**src/rtl/cdsr_pkg.sv**
```systemverilog
`timescale 1ns / 1ps
// ----------------------------------------------------------------------------
// Clipped disc span rasterizer package
// Shared constants, register indexes and the command and status types that
// pass between the controller and the datapath.
// ----------------------------------------------------------------------------
package cdsr_pkg;

   // Defaults for the top level parameters.
   localparam int MAX_RADIUS_DEF = 31;
   localparam int COORD_BITS_DEF = 11;

   // Fixed field widths.
   localparam int RADIUS_W = 5;
   localparam int ROW_W    = 6;
   localparam int LEN_W    = 6;
   localparam int CFG_W    = 8;

   // Internal arithmetic widths.
   localparam int DX_W  = 7;   // signed column or row offset from the disc center
   localparam int DSQ_W = 12;  // squared disc offsets and (2r+1) squared
   localparam int MAG_W = 8;   // magnitude of a doubled clip offset that can pass
   localparam int SQ_W  = 16;  // squares of clip offsets and of the clip diameter

   // Configuration port.
   localparam int CSR_ADDR_W = 4;
   localparam int CSR_DATA_W = 32;
   localparam int REG_IDX_W  = 2;

   localparam logic [REG_IDX_W-1:0] REG_CLIP_X    = 2'd0;
   localparam logic [REG_IDX_W-1:0] REG_CLIP_Y    = 2'd1;
   localparam logic [REG_IDX_W-1:0] REG_CLIP_DIAM = 2'd2;

   localparam logic [CFG_W-1:0] CLIP_X_RESET    = 8'd48;
   localparam logic [CFG_W-1:0] CLIP_Y_RESET    = 8'd109;
   localparam logic [CFG_W-1:0] CLIP_DIAM_RESET = 8'd96;

   // Commands from the controller to the datapath.
   typedef struct packed {
      logic load;    // capture the disc word
      logic setup;   // per-disc constants
      logic lanes;   // per-column lane values
      logic issue;   // start one row into the row pipeline
   } cmd_type;

   // Status from the datapath to the controller.
   typedef struct packed {
      logic advance;     // row pipeline moves this cycle
      logic row_last;    // the row counter sits on the final row
      logic pipe_empty;  // no row in flight ahead of the output register
   } status_type;

endpackage

```
**src/rtl/cdsr_csr.sv**
```systemverilog
`timescale 1ns / 1ps
// ----------------------------------------------------------------------------
// Clip region registers
// APB-style register file holding the clip circle center and diameter.
// ----------------------------------------------------------------------------
module cdsr_csr (
   input  logic                                  clock,
   input  logic                                  reset,
   input  logic                                  csr_psel,
   input  logic                                  csr_penable,
   input  logic                                  csr_pwrite,
   input  logic [cdsr_pkg::CSR_ADDR_W-1:0]       csr_paddr,
   input  logic [cdsr_pkg::CSR_DATA_W-1:0]       csr_pwdata,
   output logic [cdsr_pkg::CSR_DATA_W-1:0]       csr_prdata,
   output logic                                  csr_pready,
   output logic [cdsr_pkg::CFG_W-1:0]            clip_x,
   output logic [cdsr_pkg::CFG_W-1:0]            clip_y,
   output logic [cdsr_pkg::CFG_W-1:0]            clip_diam
);

   logic [cdsr_pkg::CFG_W-1:0]     clip_x_ff, clip_x_in;
   logic [cdsr_pkg::CFG_W-1:0]     clip_y_ff, clip_y_in;
   logic [cdsr_pkg::CFG_W-1:0]     clip_diam_ff, clip_diam_in;
   logic [cdsr_pkg::REG_IDX_W-1:0] reg_idx;
   logic                           wr_en;

   assign csr_pready = 1'b1;
   assign reg_idx    = csr_paddr[cdsr_pkg::CSR_ADDR_W-1:2];
   assign wr_en      = csr_psel & csr_penable & csr_pwrite;

   // Register writes; an index beyond the list is ignored.
   always_comb begin
      clip_x_in    = clip_x_ff;
      clip_y_in    = clip_y_ff;
      clip_diam_in = clip_diam_ff;
      if (wr_en) begin
         case (reg_idx)
            cdsr_pkg::REG_CLIP_X:    clip_x_in    = csr_pwdata[cdsr_pkg::CFG_W-1:0];
            cdsr_pkg::REG_CLIP_Y:    clip_y_in    = csr_pwdata[cdsr_pkg::CFG_W-1:0];
            cdsr_pkg::REG_CLIP_DIAM: clip_diam_in = csr_pwdata[cdsr_pkg::CFG_W-1:0];
            default: ;
         endcase
      end
   end

   always_ff @(posedge clock) begin
      if (reset) begin
         clip_x_ff    <= cdsr_pkg::CLIP_X_RESET;
         clip_y_ff    <= cdsr_pkg::CLIP_Y_RESET;
         clip_diam_ff <= cdsr_pkg::CLIP_DIAM_RESET;
      end else begin
         clip_x_ff    <= clip_x_in;
         clip_y_ff    <= clip_y_in;
         clip_diam_ff <= clip_diam_in;
      end
   end

   // Read back.
   always_comb begin
      case (reg_idx)
         cdsr_pkg::REG_CLIP_X:    csr_prdata = cdsr_pkg::CSR_DATA_W'(clip_x_ff);
         cdsr_pkg::REG_CLIP_Y:    csr_prdata = cdsr_pkg::CSR_DATA_W'(clip_y_ff);
         cdsr_pkg::REG_CLIP_DIAM: csr_prdata = cdsr_pkg::CSR_DATA_W'(clip_diam_ff);
         default:                 csr_prdata = '0;
      endcase
   end

   assign clip_x    = clip_x_ff;
   assign clip_y    = clip_y_ff;
   assign clip_diam = clip_diam_ff;

endmodule

```
**config.mk**
```make
export PLATFORM = sky130hd
export DESIGN_NAME = cdsr_csr
export DESIGN_NICKNAME = d
export VERILOG_FILES = /design/src/rtl/cdsr_pkg.sv /design/src/rtl/cdsr_csr.sv
export SDC_FILE = /design/constraint.sdc
export NUM_CORES = 1
export LEC_CHECK = 0
export BUFFER_PORTS_ARGS = -buffer_cell sky130_fd_sc_hd__buf_2
export CAP_MARGIN = 40
export CORE_UTILIZATION = 36
export DETAILED_ROUTE_END_ITERATION = 7
export PLACE_DENSITY = 0.81
export SKIP_LAST_GASP = 1
export SLEW_MARGIN = 20
export SYNTH_ARGS = -nofsm -noshare
export SYNTH_HDL_FRONTEND = slang
export SYNTH_SLANG_ARGS = --single-unit
```
**constraint.sdc**
```tcl
create_clock -name clock -period 0.9 [get_ports clock]
set_clock_uncertainty 0.05 [all_clocks]
set_input_delay 0.09 -clock clock [delete_from_list [all_inputs] [get_ports clock]]
set_output_delay 0.09 -clock clock [all_outputs]
set_load 0.05 [all_outputs]
```
==> metrics.md <==
| Metric | Value |
|---|---|
| # DRC | 0 |
| Worst VDD drop | between 0.0004 and 0.0005 V |
| Seq/Total Area, Yosys | 0.3520 |
| Setup Viol. Count Final | 33 |
| Worst r2r src | clip_y[3] |
| First-pass GRT wire length | 5340 um |
| Io pins | 98 |
| Setup TNS | -4406 ps |
| Initial antenna violation count | 0 |
| Worst setup EP type | output port |
| Slew HR | 0.5933 |
| CTS buffer count | 3 |
| Worst Slack Setup Final | -263.6 ps |
| Flop2flop setup slack | -50 ps |
| DR vias | 1221 |
| Maxcap violations | 0 |
| GRT Util Overall | 0.1716 |
| Crit-path cells | mux2i_4, o21ai_4, buf_6 |
| Hold Path Class | in2reg |
| Root Buffer | clkbuf_8 |
| Hold Vio Cnt, Final | 0 |
| Met1 GRT Util | 0.2031 |
| Share of post-route cells with drive strength above 1 | 0.6068 |
| Crit path max-delay family | flip-flops |
| #FFs+latches synth | 24 |
| Kind of critical path | reg2out |
| DIE AREA | 0.004042 mm2 |
| Final worst path period share | 1.293 |
| Synth Cell Area | between 0.001 and 0.0015 mm2 |
| WL/cell | 12.10 um |
| Hold buffers post-CTS | 0 |
| Latest clock arrival within the worst-skew pair | 270 ps |
| Vias in the first global route | between 1k and 1.5k |
| # clock sinks | 24 |
| P per Cell Area | 984.4 mW/mm2 |
| Worst slew pin tran | 610.0 ps |
| CP max stage cell | dfxtp_4 |
| Mean post-synth cell area | approximately 9 um2 |
| Die width | between 60 and 70 um |
| H-tree levels | 1 |
| Synth warnings | 0 |
| Worst-path maximum fanout | 2 |
| Worst path bufs/invs | 1 |
| Worst hold start | csr_pwdata[2] |
| Critical Path RT | 760 ps |
| Largest net degree at the start of global routing | 38 |
| Minimum clock period | 1164 ps |
| First-pass DRT Iterations | 6 |
| Clk buf depth | 2 |
| RSZ-0062 raised after global routing | true |
| Overflow after GRT | 0 |
| Row cnt | 22 |
| Layout net count | around 280 |
| Largest stage delay, worst path | 360 ps |
| Placement Cell Area | 0.002019 mm2 |
| Synth async-reset ratio | 0 |
| Total wire length | 3413 um |
| Status | finished with violations |
| Met3 Use GR | 0.02355 |
| Detailed Route Iter0 Violations | 33 |
| Antenna cells | 0 |
| Placer Congestion | roughly 0.73 |
| Distinct cells, synth | 18 |
| Fmax | between 800 and 900 MHz |
| PortBufs | 46 |
| GR Util met2 | 0.3072 |
| Main synth FF type | dfxtp_1 |
| Data arrival, critical path | 1020 ps |
| Vias per cell | 4.330 |
| Setup WS pre-CTS | -329.9 ps |
| Crit path launch type | flop |
| Most frequent cells in the layout | buf_6 (33), conb_1 (25), mux2i_1 (24), buf_8 (24), nand2b_1 (21) |
| Placeable core area | about 0.0037 mm2 |
| Height of the die | around 64 um |
| DP Wirelength | around 2400 um |
| Design area | between 0.002 and 0.003 mm2 |
| Post-Syn Instances | about 150 |
| CP Launch Point | clip_y[3] |
| Most common cell after layout, fill and taps aside | buf_6 |
| Post-synth EDFFs | 0 |
| Max-slew violation count | 0 |
| GRT Max-Usage Layer | met2 |
| Area grow syn2layout | 90.47% |
| Failing checks | setup timing |
| ANT nets after route | 0 |
| Initial core utilization | 0.3729 |
| Leak | 0.001116 uW |
| CTS tree | built |
| Clk slew on worst S/H paths | 80 ps |
[logic make-up after synthesis]
logic type,Yosys count,synth area share
AOI/OAI and AO/OA,8,0.02933
buffers and inverters,34,0.1714
DFF,24,0.3520
muxes,32,0.2346
other,2,0.005502
and+or+nand+nor,52,0.2072
[final cells by class]
type                    count  area, um2
clock buffers               4      55.05
fillers                   252       1061
repair buffers             89      939.7
flip-flops and latches     24      560.5
well taps                  48      60.06
multi-input cells         117      984.7
[registers in the layout, summed over array words and instances (netlist names)]
signal / cells
clip_x: 8
clip_y: 8
clip_diam: 8
[worst reg2reg max path, stage by stage (launching register included)]
cell and delay (ps):
dfxtp_4 360, buf_6 120, buf_4 130, nor2_4 90, mux2i_1 80
[power by group]
group	switching [uW]	total, uW	internal, uW	leakage [uW]
clock network	340	731	391	0.0000288
registers	15.8	1040	1020	0.000204
logic	527	789	262	0.000883
total	883	2560	1680	0.00112
[cell usage after synthesis, types with 2 or more instances]
| master | n | area (um2) |
|---|---|---|
| o21ai_0 | 8 | 40.04 |
| buf_2 | 4 | 20.02 |
| nor2_1 | 15 | 56.30 |
| nand2b_1 | 22 | 137.6 |
| conb_1 | 2 | 7.510 |
| dfxtp_1 | 24 | 480.5 |
| buf_4 | 25 | 187.7 |
| clkbuf_1 | 4 | 15.01 |
| mux2i_1 | 32 | 320.3 |
| nand2_1 | 8 | 30.03 |
[per-layer routing]
layer / routed length, um / part of all wire / vias to the layer above
li1: - / - / 616
met1: 1443 / 0.42 / 565
met2: 1809 / 0.53 / 35
met3: 107 / 0.031 / 5
met4: 53 / 0.016 / 0
met5: 0 / 0 / -
[through the flow]
stage / cells / hold WS (ps) / util / power, uW
final: 282 / 45.03 / 0.7102 / 2560
after global routing: 282 / 57.57 / 0.7102 / 2648
after CTS: 275 / 46.81 / 0.6692 / 2565
after detailed placement: 266 / 331.1 / 0.5516 / 1766
after global placement: 266 / 315.3 / 0.5516 / 1759
after floorplan: 175 / 184.7 / - / 1720
[timing repair]
action,in CTS,in global routing
pin swaps,11,2
buffers inserted,5,7
cloned,0,0
gates resized for setup,101,26
endpoints found under the setup margin,43,45
[worst paths after layout]
kind,to,cells after the start
worst max-delay path,csr_prdata[3],3
worst min-delay path,clip_y[2],3
worst max register to register,clip_y[3],4
worst min register to register,clip_diam[2],2
Note: power is estimated with default switching activity, not from simulation.
