$ cat src/rtl/cdsr_pkg.sv
`timescale 1ns / 1ps
// ----------------------------------------------------------------------------
// Clipped disc span rasterizer package
// Shared constants, register indexes and the command and status types that
// pass between the controller and the datapath.
// ----------------------------------------------------------------------------
package cdsr_pkg;

   // Defaults for the top level parameters.
   localparam int MAX_RADIUS_DEF = 31;
   localparam int COORD_BITS_DEF = 11;

   // Fixed field widths.
   localparam int RADIUS_W = 5;
   localparam int ROW_W    = 6;
   localparam int LEN_W    = 6;
   localparam int CFG_W    = 8;

   // Internal arithmetic widths.
   localparam int DX_W  = 7;   // signed column or row offset from the disc center
   localparam int DSQ_W = 12;  // squared disc offsets and (2r+1) squared
   localparam int MAG_W = 8;   // magnitude of a doubled clip offset that can pass
   localparam int SQ_W  = 16;  // squares of clip offsets and of the clip diameter

   // Configuration port.
   localparam int CSR_ADDR_W = 4;
   localparam int CSR_DATA_W = 32;
   localparam int REG_IDX_W  = 2;

   localparam logic [REG_IDX_W-1:0] REG_CLIP_X    = 2'd0;
   localparam logic [REG_IDX_W-1:0] REG_CLIP_Y    = 2'd1;
   localparam logic [REG_IDX_W-1:0] REG_CLIP_DIAM = 2'd2;

   localparam logic [CFG_W-1:0] CLIP_X_RESET    = 8'd48;
   localparam logic [CFG_W-1:0] CLIP_Y_RESET    = 8'd109;
   localparam logic [CFG_W-1:0] CLIP_DIAM_RESET = 8'd96;

   // Commands from the controller to the datapath.
   typedef struct packed {
      logic load;    // capture the disc word
      logic setup;   // per-disc constants
      logic lanes;   // per-column lane values
      logic issue;   // start one row into the row pipeline
   } cmd_type;

   // Status from the datapath to the controller.
   typedef struct packed {
      logic advance;     // row pipeline moves this cycle
      logic row_last;    // the row counter sits on the final row
      logic pipe_empty;  // no row in flight ahead of the output register
   } status_type;

endpackage

$ cat src/rtl/cdsr_ctrl.sv
`timescale 1ns / 1ps
// ----------------------------------------------------------------------------
// Rasterizer controller
// Sequences one disc: capture, setup, lane preparation, row issue and drain.
// ----------------------------------------------------------------------------
module cdsr_ctrl (
   input  logic                   clock,
   input  logic                   reset,
   input  logic                   req_valid,
   output logic                   req_ready,
   output cdsr_pkg::cmd_type      cmd,
   input  cdsr_pkg::status_type   status
);

   typedef enum logic [4:0] {
      ST_IDLE  = 5'b00001,
      ST_SETUP = 5'b00010,
      ST_LANES = 5'b00100,
      ST_ROWS  = 5'b01000,
      ST_DRAIN = 5'b10000
   } state_type;

   state_type state_ff, state_in;

   assign req_ready = (state_ff == ST_IDLE);

   // Next state and commands.
   always_comb begin
      state_in = state_ff;
      cmd      = '0;
      case (state_ff)
         ST_IDLE: begin
            if (req_valid) begin
               cmd.load = 1'b1;
               state_in = ST_SETUP;
            end
         end
         ST_SETUP: begin
            cmd.setup = 1'b1;
            state_in  = ST_LANES;
         end
         ST_LANES: begin
            cmd.lanes = 1'b1;
            state_in  = ST_ROWS;
         end
         ST_ROWS: begin
            if (status.advance) begin
               cmd.issue = 1'b1;
               if (status.row_last) begin
                  state_in = ST_DRAIN;
               end
            end
         end
         ST_DRAIN: begin
            // Wait until every row has reached the output register.
            if (status.pipe_empty) begin
               state_in = ST_IDLE;
            end
         end
         default: begin
            state_in = ST_IDLE;
         end
      endcase
   end

   always_ff @(posedge clock) begin
      if (reset) begin
         state_ff <= ST_IDLE;
      end else begin
         state_ff <= state_in;
      end
   end

   // A new disc may only overwrite the datapath once no row is in flight.
   a_idle_pipe_empty: assert property (@(posedge clock) disable iff (reset)
      state_ff == ST_IDLE |-> status.pipe_empty)
      else $error("Controller idle while rows are still in the pipeline.");

endmodule

$ cat config.mk
export PLATFORM = sky130hd
export DESIGN_NAME = cdsr_ctrl
export DESIGN_NICKNAME = d
export VERILOG_FILES = /design/src/rtl/cdsr_pkg.sv /design/src/rtl/cdsr_ctrl.sv
export SDC_FILE = /design/constraint.sdc
export NUM_CORES = 1
export LEC_CHECK = 0
export ABC_AREA = 1
export ABC_CLOCK_PERIOD_IN_PS = 1020
export BUFFER_PORTS_ARGS = -buffer_cell sky130_fd_sc_hd__clkbuf_2
export CAP_MARGIN = 20
export CORE_AREA = 5 5 42 44
export DETAILED_ROUTE_END_ITERATION = 10
export DIE_AREA = 0 0 47 49
export PLACE_DENSITY = 0.52
export REMOVE_ABC_BUFFERS = 1
export SYNTH_ARGS = -nofsm -noshare
export SYNTH_HDL_FRONTEND = slang
export SYNTH_SLANG_ARGS = --single-unit
$ cat constraint.sdc
create_clock -name clock -period 1.02 [get_ports clock]
set_input_delay 0.051 -clock clock [delete_from_list [all_inputs] [get_ports clock]]
set_output_delay 0.051 -clock clock [all_outputs]
set_load 0.005 [all_outputs]
==> results of run 1 <==
## Yosys cell counts
cell type	number	share of area
nor3_2	1	0.033
nor2_4	2	0.074
nand2_1	4	0.050
a21oi_1	2	0.033
nand2_2	1	0.021
o21bai_1	1	0.025
nand3_1	3	0.050
inv_2	1	0.012
inv_1	9	0.11
nor2_2	2	0.041
nand3_2	1	0.033
dfxtp_1	5	0.33
nand4_1	4	0.083
nor2_1	5	0.062
nand4_2	1	0.041
## worst max-delay path: stages (launching register included)
cell and delay [ns]:
dfxtp_4 0.36, nor2_4 0.12, buf_4 0.13, nand3_2 0.07
inv_1 0.05, clkbuf_2 0.10
## cell type report
class	count	area, sq um
timing repair buffer	17	103
multi-input combinational	27	189
fill	154	918
sequential	5	108
clock buffer	4	26.3
tap	16	20.0
inverter	10	37.5
## stage by stage
step                TNS, ns  instances  power (W)
floorplan                 0         42   0.000289
global placement          0         68   0.000326
detailed placement        0         68   0.000327
CTS                  -0.383         78   0.000597
global route         -0.834         79   0.000633
finish               -0.391         79   0.000599
## repair_timing
| action | in CTS | in global routing |
|---|---|---|
| endpoints found under the setup margin | 5 | 8 |
| resized for setup | 8 | 7 |
| buffers inserted | 6 | 1 |
| pin swaps | 5 | 4 |
## per-layer routing
layer  GRT usage  up-vias  wire [um]
li1            -      175          -
met1      0.0724      148        293
met2      0.0973        5        404
met3     0.00369        2         17
met4      0.0691        0         18
met5           0        -          0
## worst max-delay path by stage
stage / cells past startpoint / slack [ns] / end
2_1_floorplan: 5 / 0.11 / state_ff[0]
3_3_place_gp: 5 / 0.03 / state_ff[0]
3_5_place_dp: 6 / 0.03 / state_ff[0]
4_1_cts: 4 / -0.12 / cmd[0]
5_1_grt: 4 / -0.16 / cmd[0]
6_report: 5 / -0.1 / cmd[1]
## cells in the final DEF, fill, tap and decap left out
cell,count
nor3_2,1
buf_4,7
buf_2,2
o21bai_1,1
nand4_1,4
a21oi_2,1
nand2_2,2
nand4_2,1
nor2_4,4
dfxtp_2,3
dfxtp_4,1
inv_2,3
dfxtp_1,1
clkbuf_2,8
nand2_1,3
nor2_2,1
nand3_1,2
clkbuf_1,1
inv_1,7
clkbuf_4,3
a21oi_1,1
nor2_1,4
nand3_2,2
## logic make-up after synthesis
family	share of synthesized area
buffers and inverters	0.124
AOI/OAI and AO/OA	0.0579
and+or+nand+nor	0.488
DFF	0.331
## power breakdown
group          internal (W)  switching [W]
registers          0.000207      0.0000130
clock network      0.000148      0.0000792
logic             0.0000791      0.0000731
total              0.000434       0.000165
==> qor.yml, run 1 <==
violations: "setup timing"
dpl_worst_slack_ns: 0.0296
ctsHoldBuffers: 0
cts_tree: "yes"
place_area_sq_um: 373
crit_path_end_kind: "primary output"
avgViaCountPerCell: 4.18
routabilityCongestion: 0.675
rrSetupSlack_ns: -0.07
cts_buffers: 3
rsz0062_at_grt: "true"
dr_total_vias: 330
grt_pass1_wl_um: 1100
post-route-util: 0.345
die_w_um: 47
drt-total-wl_um: 733
top_regs: "state_ff x5"
ant_nets: 0
max-cap-violations: 0
drt_iter0_markers: 0
worst_pin_slew_ns: 0.149
grt_pass1_vias: 296
yosys_warnings: 0
power-per-cell-area_nw_per_um2: 1240
hold_viol_final: 0
wire_per_inst_um: 9.28
netlist_area_sq_um: 303
regToRegStartpoint: "state_ff[1]"
rows: 14
dr.pass1.iters: 1
path_clk_slew_ns: 0.04
finalClockSkew_ns: 0.00138
cts_root_buffer: "clkbuf_4"
drc: 0
htree_num_levels: 1
hpwl_um: 540
ys_ff_latch: 5
holdPathStages: 2
clkLatencyLatePin_ns: 0.24
synthDistinctLibCells: 15
boundaryPins: 11
crit_start: "state_ff[1]"
synth_area_per_cell_sq_um: 7.21
relSlewSlack: 0.901
antenna_cells: 0
setup_violations: 6
grt_start_max_net_pins: 8
dieArea_sq_um: 2300
hold_path_startpoint: "reset"
fmax_mhz: 895
largest_register: "state_ff"
regToRegEndpoint: "state_ff[0]"
critPathLaunchType: "flop"
ys_seq_area_frac: 0.331
grt_overflow: 0
largest_reg_flops: 5
core_sq_um: 1400
crit_fanout: 4
ff2ff_path_depth: 6
antenna_found_initial: 0
finalCritPeriodShare: 1.10
io_buffers: 10
crit_type: "reg -> out"
die_y_um: 49
clkSinkCount: 5
setup_ws_ns: -0.0972
peakVddDrop_mv: 0.460
required_ns: 0.97
hold_path_class: "in -> reg"
status: "finished, violations left"
arrival_ns: 1.07
period_needed_ns: 1.12
design_area_sq_um: 483
whs_endpoint: "state_ff[3]"
p_leak_nw: 0.249
layout.nets: 70
grt_usage: 0.0647
drive_above_1_share: 0.619
cts_buffer_depth: 2
maxSlewViolCount: 0
netlist_instances: 42
start_util: 0.216
holdWs_ns: 0.0465
syn2layout_area_growth_pct: 59.5
Note: power is estimated with default switching activity, not from simulation.
==> run 2: changes to the inputs <==
Settings changed: SKIP_LAST_GASP set to 1.
==> qor.yml, run 2 (same netlist as run 1, synthesis figures left out) <==
rsz0062_at_grt: "true"
start_util: 0.216  # unchanged
regToRegEndpoint: "state_ff[0]"
clkSinkCount: 5  # unchanged
hold_path_class: "in -> reg"
wire_per_inst_um: 9.27  # -0.14%
grt_usage: 0.0647  # unchanged
setup_ws_ns: -0.0972  # unchanged
max-cap-violations: 0  # unchanged
power_frac_comb: 0.254  # about the same
dr.pass1.iters: 1  # unchanged
holdPathStages: 2  # unchanged
cts_buffer_depth: 2  # unchanged
fillers: 154  # unchanged
largest_register: "state_ff"
cts_root_buffer: "clkbuf_4"
antenna_cells: 0  # unchanged
drc: 0  # unchanged
boundaryPins: 11  # unchanged
seq_area_sq_um: 108  # unchanged
period_needed_ns: 1.12  # unchanged
routabilityCongestion: 0.675  # unchanged
antenna_found_initial: 0  # unchanged
ctsHoldBuffers: 0  # unchanged
drive_above_1_share: 0.619  # unchanged
grt_pass1_wl_um: 1100  # unchanged
drt_iter0_markers: 0  # unchanged
critPathLaunchType: "flop"
largest_reg_flops: 5  # unchanged
fin_tns_setup_ns: -0.400  # -0.00921 ns
mostFrequentLayoutCell: "clkbuf_2"
p_leak_nw: 0.249  # about the same
switching_power_w: 0.000165  # +0.11%
syn2layout_area_growth_pct: 59.5  # unchanged
clkLatencyLatePin_ns: 0.24  # about the same
rows: 14  # unchanged
power-per-cell-area_nw_per_um2: 1240  # about the same
setup_violations: 6  # unchanged
violations: "setup timing"
crit_path_end_kind: "primary output"
finalClockSkew_ns: 0.00138  # unchanged
cts_tree: "yes"
ant_nets: 0  # unchanged
die_w_um: 47  # unchanged
dieArea_sq_um: 2300  # unchanged
seq_power_share: 0.367  # about the same
grt_pass1_vias: 296  # unchanged
multi_input_area_sq_um: 189  # unchanged
maxSlewViolCount: 0  # unchanged
layout.nets: 70  # unchanged
path_clk_slew_ns: 0.04  # about the same
hpwl_um: 540  # unchanged
core_sq_um: 1400  # unchanged
required_ns: 0.97  # about the same
worst_pin_slew_ns: 0.149  # unchanged
final_cell_mix: "clkbuf_2, inv_1, buf_4"
clock_power_share: 0.379  # about the same
ff2ff_path_depth: 6  # unchanged
grt_start_max_net_pins: 8  # unchanged
crit_type: "reg -> out"
hold_viol_final: 0  # unchanged
fmax_mhz: 895  # unchanged
regToRegStartpoint: "state_ff[1]"
arrival_ns: 1.07  # about the same
avgViaCountPerCell: 4.18  # unchanged
crit_fanout: 4  # unchanged
drt-total-wl_um: 732  # -0.14%
die_y_um: 49  # unchanged
finalCritPeriodShare: 1.10  # unchanged
hold_path_startpoint: "reset"
grt_overflow: 0  # unchanged
whs_endpoint: "state_ff[3]"
p_int_w: 0.000434  # about the same
relSlewSlack: 0.901  # unchanged
top_regs: "state_ff x5"
post-route-util: 0.345  # unchanged
cts_buffers: 3  # unchanged
io_buffers: 10  # unchanged
dr_total_vias: 330  # unchanged
swShare: 0.276  # about the same
htree_num_levels: 1  # unchanged
status: "finished, violations left"
rrSetupSlack_ns: -0.07  # about the same
peakVddDrop_mv: 0.460  # about the same
run 2: cell count changes in the layout (fill, tap and decap cells not counted), sizes merged:
cell and delta:
buf -1, clkbuf +1
run 2: timing repair:
item | 4_1_cts | 5_1_grt
setup buffers | 6 | 1
hold endpoints to repair | 0 | 0
pin swaps | 5 | 4
resized for setup | 8 | 6
setup endpoints to repair | 5 | 8
run 2: final cells by class:
cell class | instances | share of cell area
multi-input combinational | 27 | 0.391
sequential | 5 | 0.223
timing repair buffer | 17 | 0.212
inverter | 10 | 0.0777
clock buffer | 4 | 0.0544
tap | 16 | 0.0415
run 2: routing by layer:
| layer | wire (um) | up-vias | track usage |
|---|---|---|---|
| met4 | 18 | 0 | 0.0691 |
| met5 | 0 | - | 0 |
| met2 | 404 | 5 | 0.0973 |
| met3 | 17 | 2 | 0.00369 |
| li1 | - | 175 | - |
| met1 | 292 | 148 | 0.0724 |
run 2: through the flow:
stage	setup slack [ns]	instance area (sq um)	hold slack, ns	cells	total power, W
final	-0.0972	483	0.0465	79	0.000599
after global routing	-0.158	483	0.0471	79	0.000633
after CTS	-0.116	459	0.0441	78	0.000597
after detailed placement	0.0296	373	0.305	68	0.000327
after global placement	0.0296	373	0.301	68	0.000326
after floorplan	0.109	303	0.120	42	0.000289
run 2: worst max-delay path by stage:
stage,to,slack [ns],from,cells after the start
after global placement,state_ff[0],0.03,state_ff[0],5
final,cmd[1],-0.1,state_ff[1],5
after floorplan,state_ff[0],0.11,state_ff[0],5
after detailed placement,state_ff[0],0.03,state_ff[1],6
after CTS,cmd[0],-0.12,state_ff[0],4
after global routing,cmd[0],-0.16,state_ff[1],4
run 2: critical path: stages, from the launching register on:
cell      delay (ns)
dfxtp_4         0.36
nor2_4          0.12
buf_4           0.13
nand3_2         0.07
inv_1           0.05
clkbuf_2        0.10
run 2: power groups by stage:
stage	Sequential, W	Clock, W	Combinational [W]
floorplan	0.000219	0	0.0000707
global placement	0.000220	0	0.000106
detailed placement	0.000220	0	0.000107
CTS	0.000221	0.000232	0.000144
global route	0.000221	0.000245	0.000167
finish	0.000220	0.000227	0.000152
==> run 3: changes to the inputs <==
Settings changed: ABC_AREA 1 to 0, CORE_AREA 5 5 42 44 to 3 3 40 42, DIE_AREA 0 0 47 49 to 0 0 43 45, PLACE_DENSITY 0.52 to 0.49.
==> qor.yml, run 3 <==
regToRegStartpoint: "state_ff[3]"
finalClockSkew_ns: 0.00346  # +0.00209 ns
ys_seq_area_frac: 0.367  # +0.0364
dr.pass1.iters: 2  # +1
seq_power_share: 0.352  # -0.015
multi_input_area_sq_um: 251  # +33%
ff2ff_path_depth: 3  # -3
grt_pass1_wl_um: 1610  # +46%
final_cell_mix: "clkbuf_2, buf_4, clkbuf_4, buf_6, dfxtp_2"
dr_total_vias: 326  # -1.2%
path_clk_slew_ns: 0.04  # about the same
synthDistinctLibCells: 21  # +6
die_w_um: 43  # -8.5%
fmax_mhz: 680  # -24%
cts_tree: "yes"
whs_endpoint: "state_ff[2]"
ctsHoldBuffers: 0  # unchanged
yosys_warnings: 0  # unchanged
antenna_cells: 0  # unchanged
drt_iter0_markers: 2  # +2
ys_ff_latch: 5  # unchanged
rrSetupSlack_ns: -0.45  # -0.38 ns
cts_buffers: 3  # unchanged
largest_reg_flops: 5  # unchanged
htree_num_levels: 1  # unchanged
antenna_found_initial: 0  # unchanged
io_buffers: 10  # unchanged
clock_power_share: 0.359  # -0.020
grt_pass1_vias: 364  # +23%
setup_ws_ns: -0.451  # -0.354 ns
regToRegEndpoint: "state_ff[1]"
core_sq_um: 1280  # -8.3%
grt_start_max_net_pins: 6  # -2
start_util: 0.212  # -0.00380
boundaryPins: 11  # unchanged
power_frac_comb: 0.289  # +0.035
synth.most_common_cell: "dfxtp_1"
crit_fanout: 2  # -2
switching_power_w: 0.000157  # -5.0%
seq_area_sq_um: 104  # -3.5%
grt_usage: 0.113  # +0.0485
drive_above_1_share: 0.750  # +0.131
swShare: 0.257  # -0.0190
netlist_area_sq_um: 273  # -9.9%
maxSlewViolCount: 0  # unchanged
yosys.area.top_type: "dfxtp_1"
hold_path_class: "in -> reg"
avgViaCountPerCell: 4.59  # +9.9%
rows: 13  # -1
netlist_instances: 29  # -31%
hold_path_startpoint: "reset"
power-per-cell-area_nw_per_um2: 1090  # -12%
synth_top_area_frac: 0.367  # +0.0364
synthFlopType: "dfxtp_1"
clkLatencyLatePin_ns: 0.24  # about the same
worst_pin_slew_ns: 0.345  # +0.197 ns
rsz0062_at_grt: "true"
p_int_w: 0.000455  # +4.7%
crit_path_end_kind: "flop"
dpl_worst_slack_ns: -0.458  # -0.487 ns
holdPathStages: 2  # unchanged
routabilityCongestion: 0.760  # +13%
status: "finished, violations left"
critPathLaunchType: "flop"
setup_violations: 10  # +4
ant_nets: 0  # unchanged
layout.nets: 63  # -10%
arrival_ns: 1.60  # +0.53 ns
syn2layout_area_growth_pct: 106
async_flop_share: 0  # unchanged
cts_buffer_depth: 2  # unchanged
relSlewSlack: 0.767  # -0.134
die_y_um: 45  # -8.2%
synth_area_leaders: "dfxtp_1, nor3b_2, and3_2"
hold_viol_final: 0  # unchanged
top_regs: "state_ff x5"
p_leak_nw: 0.247  # -0.80%
hpwl_um: 594  # +9.8%
clkSinkCount: 5  # unchanged
period_needed_ns: 1.47  # +0.354 ns
max-cap-violations: 0  # unchanged
crit_type: "reg -> reg"
grt_overflow: 0  # unchanged
finalCritPeriodShare: 1.44  # +0.347
peakVddDrop_mv: 0.836  # +82%
synthTopCellsByCount: "dfxtp_1, and3_2, nor2_1, nor3b_2, or3_1"
drc: 0  # unchanged
required_ns: 1.15  # +0.18 ns
fillers: 134  # -13%
synth_area_per_cell_sq_um: 9.41  # +30%
drt-total-wl_um: 915  # +25%
synth_edf_count: 0  # unchanged
wire_per_inst_um: 12.9  # +39%
largest_register: "state_ff"
power_w: 0.000612  # +2.1%
dieArea_sq_um: 1940  # -16%
violations: "setup timing"
cts_root_buffer: "clkbuf_4"
-- run 3: power by group through the flow --
| stage | logic, W | clock network [W] | registers (W) |
|---|---|---|---|
| after floorplan | 0.0000488 | 0 | 0.000219 |
| after global placement | 0.000119 | 0 | 0.000215 |
| after detailed placement | 0.000118 | 0 | 0.000214 |
| after CTS | 0.000152 | 0.000232 | 0.000214 |
| after global routing | 0.000192 | 0.000252 | 0.000217 |
| final | 0.000177 | 0.000219 | 0.000215 |
-- run 3: how the worst max path moves through the flow --
stage / slack [ns] / start / end / cells past startpoint
2_1_floorplan: -0.45 / state_ff[3] / state_ff[1] / 3
3_3_place_gp: -0.44 / state_ff[3] / state_ff[1] / 3
3_5_place_dp: -0.46 / state_ff[3] / state_ff[1] / 3
4_1_cts: -0.44 / state_ff[3] / state_ff[1] / 3
5_1_grt: -0.50 / state_ff[3] / state_ff[1] / 3
6_report: -0.45 / state_ff[3] / state_ff[1] / 3
-- run 3: layout make-up --
class | instances | share of cell area
sequential | 5 | 0.184
clock buffer | 4 | 0.0467
tap | 15 | 0.0333
inverter | 1 | 0.00667
timing repair buffer | 23 | 0.282
multi-input combinational | 23 | 0.447
-- run 3: per-stage QoR --
| stage | cells | TNS, ns | utilization | hold slack (ns) | area (sq um) |
|---|---|---|---|---|---|
| 2_1_floorplan | 29 | -1.71 | - | 0.120 | 273 |
| 3_3_place_gp | 61 | -2.81 | 0.307 | 0.269 | 394 |
| 3_5_place_dp | 61 | -2.71 | 0.307 | 0.267 | 394 |
| 4_1_cts | 70 | -3.58 | 0.399 | 0.0165 | 513 |
| 5_1_grt | 71 | -4.40 | 0.438 | 0.0201 | 563 |
| 6_report | 71 | -3.71 | 0.438 | 0.0358 | 563 |
-- run 3: worst max-delay path, stage by stage (launching register included) --
cell,delay [ns]
dfxtp_2,0.31
or4b_1,0.53
or3_4,0.34
and4b_1,0.19
-- run 3: cell families after synthesis --
kind of cell           Yosys count  synth area share
AND/OR/NAND/NOR                 17             0.450
AO/OA/AOI/OAI                    5             0.138
flip-flops                       5             0.367
XOR/XNOR                         1            0.0321
buffers and inverters            1            0.0137
-- run 3: repair_timing --
item,4_1_cts,5_1_grt
pin swaps,7,1
endpoints found under the setup margin,10,10
setup buffers,5,1
endpoints found under the hold margin,0,0
gates resized for setup,13,7
-- run 3: metal layers --
layer | global-route usage | vias to the layer above | part of all wire
met4 | 0.0301 | 0 | 0
met3 | 0.0558 | 0 | 0.056
met1 | 0.120 | 149 | 0.41
met5 | 0 | - | 0
met2 | 0.201 | 9 | 0.54
li1 | - | 168 | -
